### src/assert_macros.svh
// Assertion helpers, included only by the top-level RTL file to check itself.
`ifndef ASSERT_MACROS_SVH
`define ASSERT_MACROS_SVH

// Property checked at every rising clock edge, ignored while reset is asserted.
`define ASSERT_CLK(label, prop, msg) \
	label: assert property (@(posedge clk) disable iff (!arst_n) prop) else $error(msg);

// Implication that must hold on the following clock edge.
`define ASSERT_NEXT(label, cond, prop, msg) \
	label: assert property (@(posedge clk) disable iff (!arst_n) (cond) |=> (prop)) \
		else $error(msg);

`endif

### src/wsd_pkg.sv
`timescale 1ns / 1ps

package wsd_pkg;

	localparam logic KIND_HEADER  = 1'b0;
	localparam logic KIND_PAYLOAD = 1'b1;

	localparam logic [6:0] LEN_CODE_SHORT_MAX = 7'd125;
	localparam logic [6:0] LEN_CODE_EXT16     = 7'd126;

	localparam int TDATA_W = 88;

	// Parser phase, one-hot.
	typedef enum logic [4:0] {
		PH_FLAGS   = 5'b00001,
		PH_LENCODE = 5'b00010,
		PH_EXTLEN  = 5'b00100,
		PH_KEY     = 5'b01000,
		PH_PAYLOAD = 5'b10000
	} phase_t;

	// One classified transaction handed from the parser to the output side.
	// flags: [8] FIN, [7:5] RSV1..RSV3, [4:1] opcode, [0] MASK.
	typedef struct packed {
		logic        kind;
		logic        last;
		logic [7:0]  data;
		logic [8:0]  flags;
		logic [63:0] length;
		logic [31:0] key;
	} entry_t;

endpackage

### src/wsd_front.sv
`timescale 1ns / 1ps

module wsd_front (
	input  logic            clk,
	input  logic            arst_n,
	input  logic            in_valid,
	output logic            in_ready,
	input  logic [7:0]      in_byte,
	output logic            push_valid,
	input  logic            push_ready,
	output wsd_pkg::entry_t push_entry
);

	wsd_pkg::phase_t phase_q, phase_n;
	logic [3:0]  cnt_q, cnt_n;
	logic [8:0]  flags_q, flags_n;
	logic [63:0] len_q, len_n;
	logic [63:0] rem_q, rem_n;
	logic [31:0] key_q, key_n;
	logic        ext_long_q, ext_long_n;
	logic        accept;
	logic        finish;
	logic        emit;
	logic        last;

	assign in_ready   = push_ready;
	assign accept     = in_valid && push_ready;
	assign push_valid = accept && emit;

	always_comb begin
		phase_n    = phase_q;
		cnt_n      = cnt_q;
		flags_n    = flags_q;
		len_n      = len_q;
		rem_n      = rem_q;
		key_n      = key_q;
		ext_long_n = ext_long_q;
		finish     = 1'b0;
		emit       = 1'b0;
		last       = 1'b0;
		case (phase_q)
			wsd_pkg::PH_LENCODE: begin
				flags_n = {flags_q[8:1], in_byte[7]};
				key_n   = '0;
				cnt_n   = '0;
				if (in_byte[6:0] <= wsd_pkg::LEN_CODE_SHORT_MAX) begin
					len_n = {57'd0, in_byte[6:0]};
					if (in_byte[7])
						phase_n = wsd_pkg::PH_KEY;
					else
						finish = 1'b1;
				end else begin
					len_n      = '0;
					ext_long_n = (in_byte[6:0] != wsd_pkg::LEN_CODE_EXT16);
					phase_n    = wsd_pkg::PH_EXTLEN;
				end
			end
			wsd_pkg::PH_EXTLEN: begin
				len_n = {len_q[55:0], in_byte};
				cnt_n = cnt_q + 4'd1;
				if (cnt_n >= (ext_long_q ? 4'd8 : 4'd2)) begin
					cnt_n = '0;
					if (flags_q[0])
						phase_n = wsd_pkg::PH_KEY;
					else
						finish = 1'b1;
				end
			end
			wsd_pkg::PH_KEY: begin
				key_n = {key_q[23:0], in_byte};
				cnt_n = cnt_q + 4'd1;
				if (cnt_n >= 4'd4)
					finish = 1'b1;
			end
			wsd_pkg::PH_PAYLOAD: begin
				emit  = 1'b1;
				last  = (rem_q == 64'd1);
				rem_n = rem_q - 64'd1;
				if (last)
					phase_n = wsd_pkg::PH_FLAGS;
			end
			default: begin
				// PH_FLAGS and invalid codes parse the byte as a first header byte.
				flags_n = {in_byte[7:4], in_byte[3:0], 1'b0};
				cnt_n   = '0;
				phase_n = wsd_pkg::PH_LENCODE;
			end
		endcase
		if (finish) begin
			emit    = 1'b1;
			cnt_n   = '0;
			rem_n   = len_n;
			phase_n = (len_n == 64'd0) ? wsd_pkg::PH_FLAGS : wsd_pkg::PH_PAYLOAD;
		end
	end

	always_comb begin
		push_entry.kind   = finish ? wsd_pkg::KIND_HEADER : wsd_pkg::KIND_PAYLOAD;
		push_entry.last   = last;
		push_entry.data   = finish ? 8'd0 : in_byte;
		push_entry.flags  = flags_n;
		push_entry.length = len_n;
		push_entry.key    = key_n;
	end

	always_ff @(posedge clk or negedge arst_n) begin
		if (!arst_n) begin
			phase_q    <= wsd_pkg::PH_FLAGS;
			cnt_q      <= '0;
			flags_q    <= '0;
			len_q      <= '0;
			rem_q      <= '0;
			key_q      <= '0;
			ext_long_q <= 1'b0;
		end else if (accept) begin
			phase_q    <= phase_n;
			cnt_q      <= cnt_n;
			flags_q    <= flags_n;
			len_q      <= len_n;
			rem_q      <= rem_n;
			key_q      <= key_n;
			ext_long_q <= ext_long_n;
		end
	end

endmodule

### src/wsd_queue.sv
`timescale 1ns / 1ps

module wsd_queue #(
	parameter int DEPTH = 4
) (
	input  logic            clk,
	input  logic            arst_n,
	input  logic            in_valid,
	output logic            in_ready,
	input  wsd_pkg::entry_t in_entry,
	output logic            out_valid,
	input  logic            out_ready,
	output wsd_pkg::entry_t out_entry
);

	localparam int PTR_W = (DEPTH > 1) ? $clog2(DEPTH) : 1;
	localparam int CNT_W = $clog2(DEPTH + 1);

	wsd_pkg::entry_t slots_q [DEPTH];
	logic [PTR_W-1:0] wr_ptr_q, rd_ptr_q;
	logic [CNT_W-1:0] count_q;
	logic             push, pop;

	assign in_ready  = (count_q != CNT_W'(DEPTH));
	assign out_valid = (count_q != '0);
	assign push      = in_valid && in_ready;
	assign pop       = out_valid && out_ready;
	assign out_entry = slots_q[rd_ptr_q];

	always_ff @(posedge clk) begin
		if (push)
			slots_q[wr_ptr_q] <= in_entry;
	end

	always_ff @(posedge clk or negedge arst_n) begin
		if (!arst_n) begin
			wr_ptr_q <= '0;
			rd_ptr_q <= '0;
			count_q  <= '0;
		end else begin
			if (push)
				wr_ptr_q <= (wr_ptr_q == PTR_W'(DEPTH - 1)) ? '0 : wr_ptr_q + 1'b1;
			if (pop)
				rd_ptr_q <= (rd_ptr_q == PTR_W'(DEPTH - 1)) ? '0 : rd_ptr_q + 1'b1;
			if (push && !pop)
				count_q <= count_q + 1'b1;
			else if (pop && !push)
				count_q <= count_q - 1'b1;
		end
	end

endmodule

### src/wsd_back.sv
`timescale 1ns / 1ps

module wsd_back (
	input  logic                        clk,
	input  logic                        arst_n,
	input  logic                        pop_valid,
	output logic                        pop_ready,
	input  wsd_pkg::entry_t             pop_entry,
	output logic                        out_valid,
	input  logic                        out_ready,
	output logic [wsd_pkg::TDATA_W-1:0] out_data,
	output logic                        out_user,
	output logic                        out_last
);

	logic [1:0] key_idx_q;
	logic       valid_q;
	logic       kind_q;
	logic       last_q;
	logic [wsd_pkg::TDATA_W-1:0] data_q;
	logic [7:0] key_byte;
	logic [7:0] plain;
	logic       take;

	assign pop_ready = !valid_q || out_ready;
	assign take      = pop_valid && pop_ready;

	// Key bytes are applied in wire order: index 0 uses the first key byte.
	assign key_byte = pop_entry.key[{~key_idx_q, 3'b000} +: 8];
	assign plain    = (pop_entry.kind == wsd_pkg::KIND_PAYLOAD) ?
		(pop_entry.data ^ key_byte) : 8'd0;

	always_ff @(posedge clk) begin
		if (take) begin
			kind_q <= pop_entry.kind;
			last_q <= pop_entry.last;
			data_q <= {7'd0, plain, pop_entry.length, pop_entry.flags[0],
				pop_entry.flags[4:1], pop_entry.flags[7:5], pop_entry.flags[8]};
		end
	end

	always_ff @(posedge clk or negedge arst_n) begin
		if (!arst_n) begin
			valid_q   <= 1'b0;
			key_idx_q <= '0;
		end else begin
			if (take)
				valid_q <= 1'b1;
			else if (out_ready)
				valid_q <= 1'b0;
			if (take) begin
				if (pop_entry.kind == wsd_pkg::KIND_HEADER)
					key_idx_q <= '0;
				else
					key_idx_q <= key_idx_q + 2'd1;
			end
		end
	end

	assign out_valid = valid_q;
	assign out_data  = data_q;
	assign out_user  = kind_q;
	assign out_last  = last_q;

endmodule

### src/websocket_frame_deframer.sv
// Channel   Direction  Signals                       Carries
// s_*       in         s_tvalid, s_tready, s_tdata    one received byte per transaction
// m_*       out        m_tvalid, m_tready, m_tdata,   one header or unmasked payload byte
//                      m_tuser, m_tlast
//
// One byte is accepted per cycle; s_tready drops only when the queue is full. A result
// is queued as its byte is accepted, then registered at the output. The parser updates
// its state once per byte; header bytes that give no result push nothing. The queue
// lets the parser run on while the output stalls. arst_n clears parser, queue and output.
`timescale 1ns / 1ps
`include "assert_macros.svh"

module websocket_frame_deframer #(
	parameter int QUEUE_DEPTH = 4
) (
	input  logic                        clk,
	input  logic                        arst_n,
	input  logic                        s_tvalid,
	output logic                        s_tready,
	input  logic [7:0]                  s_tdata,   // [7:0] rx_byte
	output logic                        m_tvalid,
	input  logic                        m_tready,
	// [0] fin_flag, [3:1] reserved_bits, [7:4] opcode, [8] masked,
	// [72:9] payload_length, [80:73] data_byte, [87:81] zero
	output logic [wsd_pkg::TDATA_W-1:0] m_tdata,
	output logic                        m_tuser,   // [0] kind
	output logic                        m_tlast    // last_of_payload
);

	logic            push_valid, push_ready;
	wsd_pkg::entry_t push_entry;
	logic            q_valid, q_ready;
	wsd_pkg::entry_t q_entry;

	wsd_front u_front (
		.clk        (clk),
		.arst_n     (arst_n),
		.in_valid   (s_tvalid),
		.in_ready   (s_tready),
		.in_byte    (s_tdata),
		.push_valid (push_valid),
		.push_ready (push_ready),
		.push_entry (push_entry)
	);

	wsd_queue #(
		.DEPTH (QUEUE_DEPTH)
	) u_queue (
		.clk       (clk),
		.arst_n    (arst_n),
		.in_valid  (push_valid),
		.in_ready  (push_ready),
		.in_entry  (push_entry),
		.out_valid (q_valid),
		.out_ready (q_ready),
		.out_entry (q_entry)
	);

	wsd_back u_back (
		.clk       (clk),
		.arst_n    (arst_n),
		.pop_valid (q_valid),
		.pop_ready (q_ready),
		.pop_entry (q_entry),
		.out_valid (m_tvalid),
		.out_ready (m_tready),
		.out_data  (m_tdata),
		.out_user  (m_tuser),
		.out_last  (m_tlast)
	);

	`ASSERT_CLK(a_hdr_no_data,
		(m_tvalid && m_tuser == wsd_pkg::KIND_HEADER) |-> (!m_tlast && m_tdata[80:73] == 8'd0),
		"header result carries payload data or last flag")
	`ASSERT_CLK(a_last_is_payload,
		(m_tvalid && m_tlast) |-> (m_tuser == wsd_pkg::KIND_PAYLOAD),
		"last flag on a non-payload result")
	`ASSERT_NEXT(a_hdr_pop_out,
		q_valid && q_ready && q_entry.kind == wsd_pkg::KIND_HEADER,
		m_tvalid && m_tuser == wsd_pkg::KIND_HEADER,
		"popped header did not reach the output register")

endmodule

### config.mk
export PLATFORM = sky130hd
export DESIGN_NAME = websocket_frame_deframer
export DESIGN_NICKNAME = d
export VERILOG_FILES = /design/src/wsd_pkg.sv /design/src/wsd_front.sv /design/src/wsd_queue.sv /design/src/wsd_back.sv /design/src/websocket_frame_deframer.sv
export VERILOG_INCLUDE_DIRS = /design/src /design/src/src
export SDC_FILE = /design/constraint.sdc
export NUM_CORES = 1
export LEC_CHECK = 0
export BUFFER_PORTS_ARGS = -buffer_cell sky130_fd_sc_hd__buf_2
export CORE_MARGIN = 8
export CORE_UTILIZATION = 56
export DETAILED_ROUTE_END_ITERATION = 12
export HOLD_SLACK_MARGIN = 0.02
export PLACE_DENSITY_LB_ADDON = 0.1
export SYNTH_ARGS = -nofsm -noshare
export SYNTH_HDL_FRONTEND = slang
export SYNTH_SLANG_ARGS = --single-unit
### constraint.sdc
create_clock -name clk -period 5 [get_ports clk]
set_input_delay 0.25 -clock clk [delete_from_list [all_inputs] [get_ports clk]]
set_output_delay 0.25 -clock clk [all_outputs]
set_load 0.02 [all_outputs]
* Word level (Yosys, flattened, before mapping)
Memories as Yosys holds them, arrays and structs flattened.
Cells that the tools add are included.
** Storage, ports and cells
- Register bits after elaboration :: 272
- RAM bits :: 460
- Input port bits :: 12
- Output and inout bits :: 92
- Logic and storage cells :: 104
- Memories :: 1
** Cells by class
- Add/subtract/negate cells :: 7
- $lt $le $gt $ge :: 3
- Equal/unequal tests :: 15
- Shift operators :: 1
- Multiplexer cells :: 38
- Bitwise gates (word level) :: 3
- Reductions and logical operators :: 20
** Memories
- u_queue.slots_q :: words 4, width 115, read ports 1, clocked after Yosys merged registers in 0, write ports 1, RTL line wsd_queue.sv:19 : wsd_pkg::entry_t slots_q [DEPTH];
** Operator list (number)
- $mux 64 :: 2
- $pmux 64 s2 :: 1
- $eq 64x1->1 const B :: 1
- $logic_not 64->1 :: 1
- $pmux 32 s2 :: 1
- $sub 64x1->64 const B :: 1
- $mux 5 :: 7
- $shiftx 32x6->8 :: 1
- $pmux 5 s4 :: 1
- $pmux 9 s2 :: 1
- $mux 1 :: 13
- $mux 4 :: 3
- $pmux 4 s3 :: 1
- $ne 3x1->1 const B :: 3
- $mux 8 :: 1
- $xor 8x8->8 :: 1
- $le 7x7->1 const B :: 1
- $mux 7 :: 1
- $ne 7x7->1 const B :: 1
- $add 2x1->2 const B :: 3
- $logic_and 1x1->1 :: 6
- $mux 2 :: 3
- $mux 3 :: 2
- $reduce_and 6->1 :: 1
- 23 further kinds :: 30

* Longest topological paths before layout
Gate-level depths: netlist of run 1.
- Depth in word-level cells :: 11
- Gate-level depth with buffers :: 17

* Hierarchy
From an unflattened synthesis of run 1, not the netlist that was laid out.
** Unflattened totals
- Cell total of the unflattened synthesis :: 2012
- Area, all modules :: 30122.6 um^2
** Modules (own cells, without submodules)
- wsd_queue :: times used 1, cells each 638, area each 16985.0 um^2, sequential area each 13988.4 um^2
- wsd_front :: times used 1, cells each 1227, area each 10065.9 um^2, sequential area each 4480.5 um^2
- wsd_back :: times used 1, cells each 147, area each 3071.7 um^2, sequential area each 2567.5 um^2

* Least setup slack after synthesis of run 1
No wires, ideal clock.
- Path type :: flip-flop to flip-flop
- Start point :: reg u_front.cnt_q[0]
- End point :: mem u_queue.slots_q[3][0] in the netlist's numbering, enable pin
- Arrival :: 4728 ps
- Path slack :: -215 ps
- Cell stages (with the launch flop) :: 11
- Period minus slack after synthesis :: 5215 ps
- Cells stage by stage :: dfrtp_1 > ha_1 > inv_1 > ha_1 > nand2_1 > a41o_1 > nor3_1 > o41ai_2 > inv_2 > clkbuf_1 > and2_1
** Between the ends
- Word-level cells in the longest chain between the ends :: 9
** RTL lines
- start: declaration :: RTL line wsd_front.sv:15 : logic [3:0] cnt_q, cnt_n;
- start signal: assignment :: RTL line wsd_front.sv:117 : cnt_q <= cnt_n;
- $add 4x1->4 (*) :: RTL line wsd_front.sv:60, wsd_front.sv:71
- $ge 4x3->1 or $ge 4x4->1 (tied branches) :: RTL line wsd_front.sv:72, wsd_front.sv:61
- $mux 1, on equally long branches :: RTL line wsd_front.sv:72, wsd_front.sv:61
- $pmux 1 s3 (*) :: RTL line wsd_front.sv:41 : case (phase_q)
- $mux 1 (*) :: RTL line wsd_front.sv:89 : if (finish) begin
- $logic_and 1x1->1 (*) :: RTL line wsd_front.sv:28 : assign push_valid = accept && emit;
- $logic_and 1x1->1 (*) :: RTL line wsd_queue.sv:26 : assign push = in_valid && in_ready;
- $mux 1 (*) :: RTL line wsd_queue.sv:31 : if (push)
- $mux 1 (not written as such) (*) :: RTL line wsd_queue.sv:32 : slots_q[wr_ptr_q] <= in_entry;
- end: declaration :: RTL line wsd_queue.sv:19
Every way passes the cells marked *; elsewhere a longest branch is shown, timed or not.

* Worst setup path in the final report of run 1
- Start point :: reg u_front.phase_q[2]
- End point :: reg u_front.phase_q[1]
** Between the ends
- Word-level cells in the longest chain between the ends :: 4
** RTL lines
- start: declaration :: RTL line wsd_front.sv:14 : wsd_pkg::phase_t phase_q, phase_n;
- start signal: assignment :: RTL line wsd_front.sv:108 : phase_q <= wsd_pkg::PH_FLAGS;
- start signal: assignment :: RTL line wsd_front.sv:116 : phase_q <= phase_n;
- $eq 5x4->1 (tied with other cells) :: RTL line wsd_front.sv:41
- $pmux 1 s3 :: RTL line wsd_front.sv:41
- $ne 4x3->1 (no source line) (tied with other cells)
- $reduce_and 6->1 (no source line)
Several ways; a longest one is shown, not always the timed one.
A chain may end at the register's enable or synchronous reset.

==> reports/metrics.yaml, run 1 <==
stdcell_count: 2828
final_cell_mix: "543 x edfxtp_1, 301 x nand2_1, 186 x dfrtp_1"
first_pass_iters: 5
grt_pass1_wl_um: 105000
clockBufferDepth: 3
ctsResizeCount: 0
die_w_um: 247
fmaxAchievable_mhz: 272
dp.final_hpwl_um: 42300
syn_area_per_cell_um2: 15.1
end_kind: "flip-flop"
status: "finished, final reports clean"
wl_per_cell_um: 24.2
nFillCells: 3753
yosysWarnings: 0
root_buffer: "clkbuf_16"
period_share_pct: 73.6
holdCritPathClass: "input port to flip-flop"
io_pins: 104
drive_above_1_share_pct: 19.2
synth-edff-count: 543
rsz0062_at_grt: "false"
ir_drop_mv: 0.393
setup_ws_ns: 1.32
finalSetupViolCount: 0
period_minus_slack_ns: 3.68
grt_pass1_vias: 17400
yosysUniqueCellTypes: 70
clkLatencyLatePin_ns: 0.63
area_growth_pct: 12.5
cts_tree: "yes"
timing.reg2reg.worst_path_depth: 9
seq_area_frac_synth_pct: 70.2
place_congestion: 0.879
cts.clk_slew.worst_paths_ns: 0.06
area.sequential_um2: 21000
cts_buffers: 74
antenna_found_initial: 2
drc_errors: 0
crit_start: "u_front.phase_q[2]"
holdWs_ns: 0.177
vias: 17600
placementRows: 84
synth_cells: 1991
drt_iter0_markers: 1738
total_power_mw: 18.8
synth_flop_cell: "edfxtp_1"
viasPerCell: 6.21
tns_ns: 0
netlist_area_um2: 30000
h-tree-depth: 3
ant_nets: 0
worst_slew_pin_slew_ns: 1.02
dieArea_um2: 61200
synth.ff_latch_count: 732
nets: 2107
worstSetupStartpointType: "flip-flop"
endpoint: "u_front.phase_q[1]"
grt_start_max_net_pins: 118
ff2ff_setup_slack_ns: 1.32
multi_input_area_um2: 8260
p_leak_nw: 12.7
core_um2: 52800
grt_overflow: 0
cp.required_ns: 5.50
post-place-cells: 2692
r2r_start: "u_front.phase_q[2]"
initial_utilization_pct: 56.8
path_class: "flip-flop to flip-flop"
crit_fanout: 74
post-place-ws_ns: 1.42
p_per_area_nw_per_um2: 557
port_buffers: 96
post_cts_buffers: 0
clock_sinks: 732
final_common_cell: "edfxtp_1"
cts_hold_buf: 3
finalHoldViolations: 0
ys_async_sr_fraction_pct: 25.8
antenna_cells: 0
r2r-end: "u_front.phase_q[1]"
relSlewSlack_pct: 31.8
clock_skew_ns: 0.0330
grtUsageTotal_pct: 22.6
maxSlewViolCount: 0
wirelength_um: 68400
die_h_um: 247
worst_ep_arrival_time_ns: 4.18
drv_cap: 0
==> cell families (layout without fill, tap and decap cells) <==
kind of cell	after synthesis	after routing	share of synthesized area, %
buffers and inverters	182	325	2.46
DFF	732	732	70.2
muxes	141	141	9.88
and+or+nand+nor	557	557	8.55
xor gates and xnor gates	13	13	0.380
other	1	7	0.0125
AOI/OAI and AO/OA	353	353	7.98
adders and majority gates	12	12	0.526
==> through the flow <==
stage               util (%)  instance area, µm²
finish                  63.9               33700
global route            63.9               33700
CTS                     63.9               33700
detailed placement      59.3               31300
global placement        59.3               31300
floorplan                  -               30000
==> routing by layer <==
| metal | global-route usage [%] | vias to the layer above | wire length, µm |
|---|---|---|---|
| met5 | 0 | - | 0 |
| met4 | 7.30 | 0 | 1630 |
| met3 | 4.80 | 101 | 4900 |
| met2 | 34.1 | 637 | 31400 |
| met1 | 33.0 | 9022 | 30500 |
| li1 | - | 7812 | - |
==> worst max-delay path: stages, from the launching register on <==
cell,delay (ns)
dfrtp_1,0.48
nor3_1,0.32
nor3b_4,0.24
buf_4,0.43
a21boi_1,0.34
or3_2,0.20
buf_4,0.58
nor2_1,0.24
a211o_1,0.41
mux2_4,0.32
==> registers in the layout, indices dropped and copies added, names as in the netlist <==
| name | flops |
|---|---|
| u_front.cnt_q | 4 |
| u_queue.count_q | 3 |
| u_queue.slots_q | 460 |
| u_front.len_q | 64 |
| u_back.out_last | 1 |
| u_back.out_valid | 1 |
| u_back.out_user | 1 |
| u_back.key_idx_q | 2 |
| u_front.phase_q | 5 |
| u_front.ext_long_q | 1 |
| u_front.flags_q | 9 |
| u_queue.rd_ptr_q | 2 |
| u_back.out_data | 81 |
| u_front.key_q | 32 |
| u_front.rem_q | 64 |
| u_queue.wr_ptr_q | 2 |
==> worst min-delay path by stage <==
stage                             startpoint                 endpoint  slack (ns)  cells past startpoint
after CTS                         s_tdata[4]  u_queue.slots_q[3][109]        0.13                      2
final                             s_tdata[2]  u_queue.slots_q[1][107]        0.18                      2
after detailed placement  u_front.flags_q[5]       u_front.flags_q[5]        0.46                      2
after global routing              s_tdata[2]   u_queue.slots_q[2][99]        0.16                      2
after floorplan                       arst_n      u_back.key_idx_q[0]       -0.05                      0
after global placement    u_front.flags_q[6]       u_front.flags_q[6]        0.45                      2
==> area by class of cell <==
cell class	instances	share of cell area, %
flip-flops and latches	732	62.4
multi-input cells	1083	24.5
clock buffers	101	6.10
repair buffers	133	2.67
well taps	688	2.55
clock inverters	32	1.05
inverters	59	0.668
==> power breakdown <==
part | internal, mW | total, mW | leakage [nW] | switching, mW
clock network | 3.21 | 5.47 | 1.17 | 2.27
logic | 1.94 | 4.87 | 3.92 | 2.93
registers | 7.70 | 8.41 | 7.65 | 0.710
==> cell usage after synthesis (3+ instances only) <==
master	number	area (µm²)
a32oi_1	3	26.3
nor2_1	79	297
and3_1	9	56.3
o22a_1	8	70.1
or4_1	7	52.6
a22oi_1	38	285
a31o_2	3	26.3
nand2_1	302	1130
xnor2_1	10	87.6
buf_2	19	95.1
nor4_1	24	150
buf_1	10	37.5
buf_4	8	60.1
o21ai_1	12	60.1
a21o_1	4	30.0
a21oi_1	63	315
ha_1	11	138
a32o_1	6	60.1
xor2_1	3	26.3
nand3_1	28	140
mux2i_1	3	30.0
mux4_2	122	2750
clkbuf_1	86	323
o2bb2ai_1	3	26.3
nand2b_1	10	62.6
o22ai_1	20	125
a2bb2oi_1	14	123
o31ai_1	7	52.6
o21ai_0	82	410
inv_1	57	214
dfrtp_1	188	4700
a31oi_1	6	37.5
mux2_2	15	169
nor3_1	26	130
a22o_1	71	622
nand4_1	12	75.1
and2_1	18	113
or3_1	19	119
edfxtp_1	543	16300
No activity file was read; power rests on OpenSTA's default activity.
==> run 2: changes to the inputs <==
==> constraint.sdc (replaced) <==
create_clock -name clk -period 3.2 [get_ports clk]
set_input_delay 0.16 -clock clk [delete_from_list [all_inputs] [get_ports clk]]
set_output_delay 0.16 -clock clk [all_outputs]
set_load 0.02 [all_outputs]
==> run 2 against run 1 <==
Global-route usage rose by 0.23 points. Critical endpoint is now u_queue.count_q[2]. Via count is 1.8% higher. First-iteration DRC count increased by 2.0%. Routed wire length increased by 0.94%. Utilization is 1.1 points higher. Largest power group unchanged. Sequential cell count stayed put. Clock skew shrank 0.012 ns. Clock power grew 55%. Hold slack worse by 0.074 ns.
==> reports/metrics.yaml, run 2 (same netlist as run 1, synthesis figures left out) <==
status: "finished, final reports clean"
first_pass_iters: 7  # +2
cpLargestDelayFamily: "adder cells"
p_per_area_nw_per_um2: 863  # +55%
p_leak_nw: 13.0  # +2.4%
antenna_cells: 0  # unchanged
viasPerCell: 6.20  # -0.23%
total_power_mw: 29.6  # +58%
io_pins: 104  # unchanged
path_class: "flip-flop to flip-flop"
grtUsageTotal_pct: 22.8  # +0.23 points
fmaxAchievable_mhz: 336  # +24%
finalSetupViolCount: 0  # unchanged
place_area_um2: 31900  # +1.9%
holdWs_ns: 0.103  # -0.0743 ns
cts_buffers: 73  # -1.4%
r2r-end: "u_queue.count_q[2]"
cp.required_ns: 3.72  # -1.78 ns
grt_start_max_net_pins: 102  # -14%
crit_buf_inv: 3  # +1
area_growth_pct: 14.4
stdcell_count: 2886  # +2.1%
rsz0062_at_grt: "false"
worst_slew_pin_slew_ns: 0.952  # -0.0704 ns
ant_nets: 0  # unchanged
clock_skew_ns: 0.0214  # -0.0116 ns
period_share_pct: 93.1  # +20 points
initial_utilization_pct: 56.8  # unchanged
final_cell_mix: "543 x edfxtp_1, 301 x nand2_1, 186 x dfrtp_1"
largest_reg_flops: 460  # unchanged
dp.final_hpwl_um: 44300  # +4.8%
timing.reg2reg.worst_path_depth: 15  # +6
r2r_start: "u_front.cnt_q[0]"
crit_fanout: 9  # -88%
min_from: "s_tdata[4]"
whs_path_depth: 2  # unchanged
die_h_um: 247  # unchanged
critPathSlowestCell: "dfrtp_1"
finalHoldViolations: 0  # unchanged
ff2ff_setup_slack_ns: 0.22  # -1.10 ns
tns_ns: 0  # unchanged
clockBufferDepth: 3  # unchanged
min_to: "u_queue.slots_q[0][109]"
die_w_um: 247  # unchanged
drv_cap: 0  # unchanged
worstSetupStartpointType: "flip-flop"
slowest_delay_ns: 0.41  # -0.17 ns
final_area_um2: 34300  # +1.7%
ir_drop_mv: 0.528  # +34%
holdCritPathClass: "input port to flip-flop"
place_congestion: 0.889  # +1.2%
end_kind: "flip-flop"
post-place-cells: 2750  # +2.2%
drc_errors: 0  # unchanged
post_cts_buffers: 0  # unchanged
core_um2: 52800  # unchanged
dieArea_um2: 61200  # unchanged
h-tree-depth: 3  # unchanged
maxSlewViolCount: 0  # unchanged
cts_tree: "yes"
root_buffer: "clkbuf_16"
period_minus_slack_ns: 2.98  # -0.701 ns
grt_pass1_vias: 17800  # +2.2%
clkLatencyLatePin_ns: 0.60  # -0.03 ns
antenna_found_initial: 1  # -1
final_common_cell: "edfxtp_1"
worst_ep_arrival_time_ns: 3.50  # -0.68 ns
wl_per_cell_um: 23.9  # -1.1%
vias: 17900  # +1.8%
relSlewSlack_pct: 36.5  # +4.7 points
drive_above_1_share_pct: 21.5  # +2.3 points
grt_overflow: 0  # unchanged
cp_cell_sequence: "nand3_1, xor2_2, inv_1, ha_1, nor2_1, a41o_1, nor3_2, o41ai_4, inv_2, ha_2, inv_1, fa_1, xor2_1, nor2_1, xor2_1"
placementRows: 84  # unchanged
wirelength_um: 69100  # +0.94%
port_buffers: 96  # unchanged
drt_iter0_markers: 1772  # +2.0%
cts.clk_slew.worst_paths_ns: 0.06  # about the same
largest-register: "u_queue.slots_q"
grt_pass1_wl_um: 107000  # +2.1%
clock_sinks: 732  # unchanged
nets: 2164  # +2.7%
==> run 2: changes by cell type in the layout (fill, tap and decap cells not counted), moves of 2 or more <==
cell	previous run	this run
buf_4	24	69
buf_12	10	22
clkbuf_8	7	11
clkinvlp_4	4	1
clkbuf_16	76	74
clkinv_1	6	8
clkinv_2	11	13
==> run 2: routing by layer <==
metal | track usage, % | share of wire (%)
met4 | 5.69 | 1.7
met5 | 0 | 0
met1 | 33.5 | 44
met3 | 4.13 | 7.2
met2 | 35.5 | 47
==> run 2: repair_timing <==
action	4_1_cts	5_1_grt
hold buffers	3	0
setup endpoints to repair	0	29
gates resized for setup	0	3
endpoints found under the hold margin	100	0
==> run 2: area by class of cell <==
| type | instances | area [µm²] |
|---|---|---|
| Sequential cell | 732 | 21000 |
| Fill cell | 3729 | 18500 |
| Multi-Input combinational cell | 1083 | 8290 |
| Clock buffer | 102 | 2060 |
| Timing Repair Buffer | 191 | 1490 |
| Tap cell | 688 | 861 |
| Clock inverter | 31 | 320 |
| Inverter | 59 | 225 |
==> run 2: worst max path at each step <==
stage / start / slack, ns / to / cells past startpoint
floorplan: u_front.phase_q[2] / -0.004 / u_queue.slots_q[0][0] / 8
global placement: u_front.cnt_q[0] / 0.23 / u_front.rem_q[28] / 14
detailed placement: u_front.cnt_q[0] / 0.20 / u_front.rem_q[38] / 14
CTS: u_front.cnt_q[0] / 0.19 / u_front.rem_q[35] / 14
global route: u_front.cnt_q[0] / 0.01 / u_queue.count_q[2] / 15
finish: u_front.cnt_q[0] / 0.22 / u_queue.count_q[2] / 15
==> run 2: through the flow <==
stage          util [%]  setup slack [ns]
3_3_place_gp       60.4             0.227
6_report           65.0             0.220
2_1_floorplan         -          -0.00375
4_1_cts            65.0             0.195
3_5_place_dp       60.4             0.203
5_1_grt            65.0            0.0124
==> run 2: power breakdown <==
part	leakage (nW)	internal [mW]	total (mW)	switching, mW
Sequential	7.64	12.0	13.0	0.954
Clock	1.17	4.98	8.48	3.49
Combinational	4.24	3.27	8.12	4.85
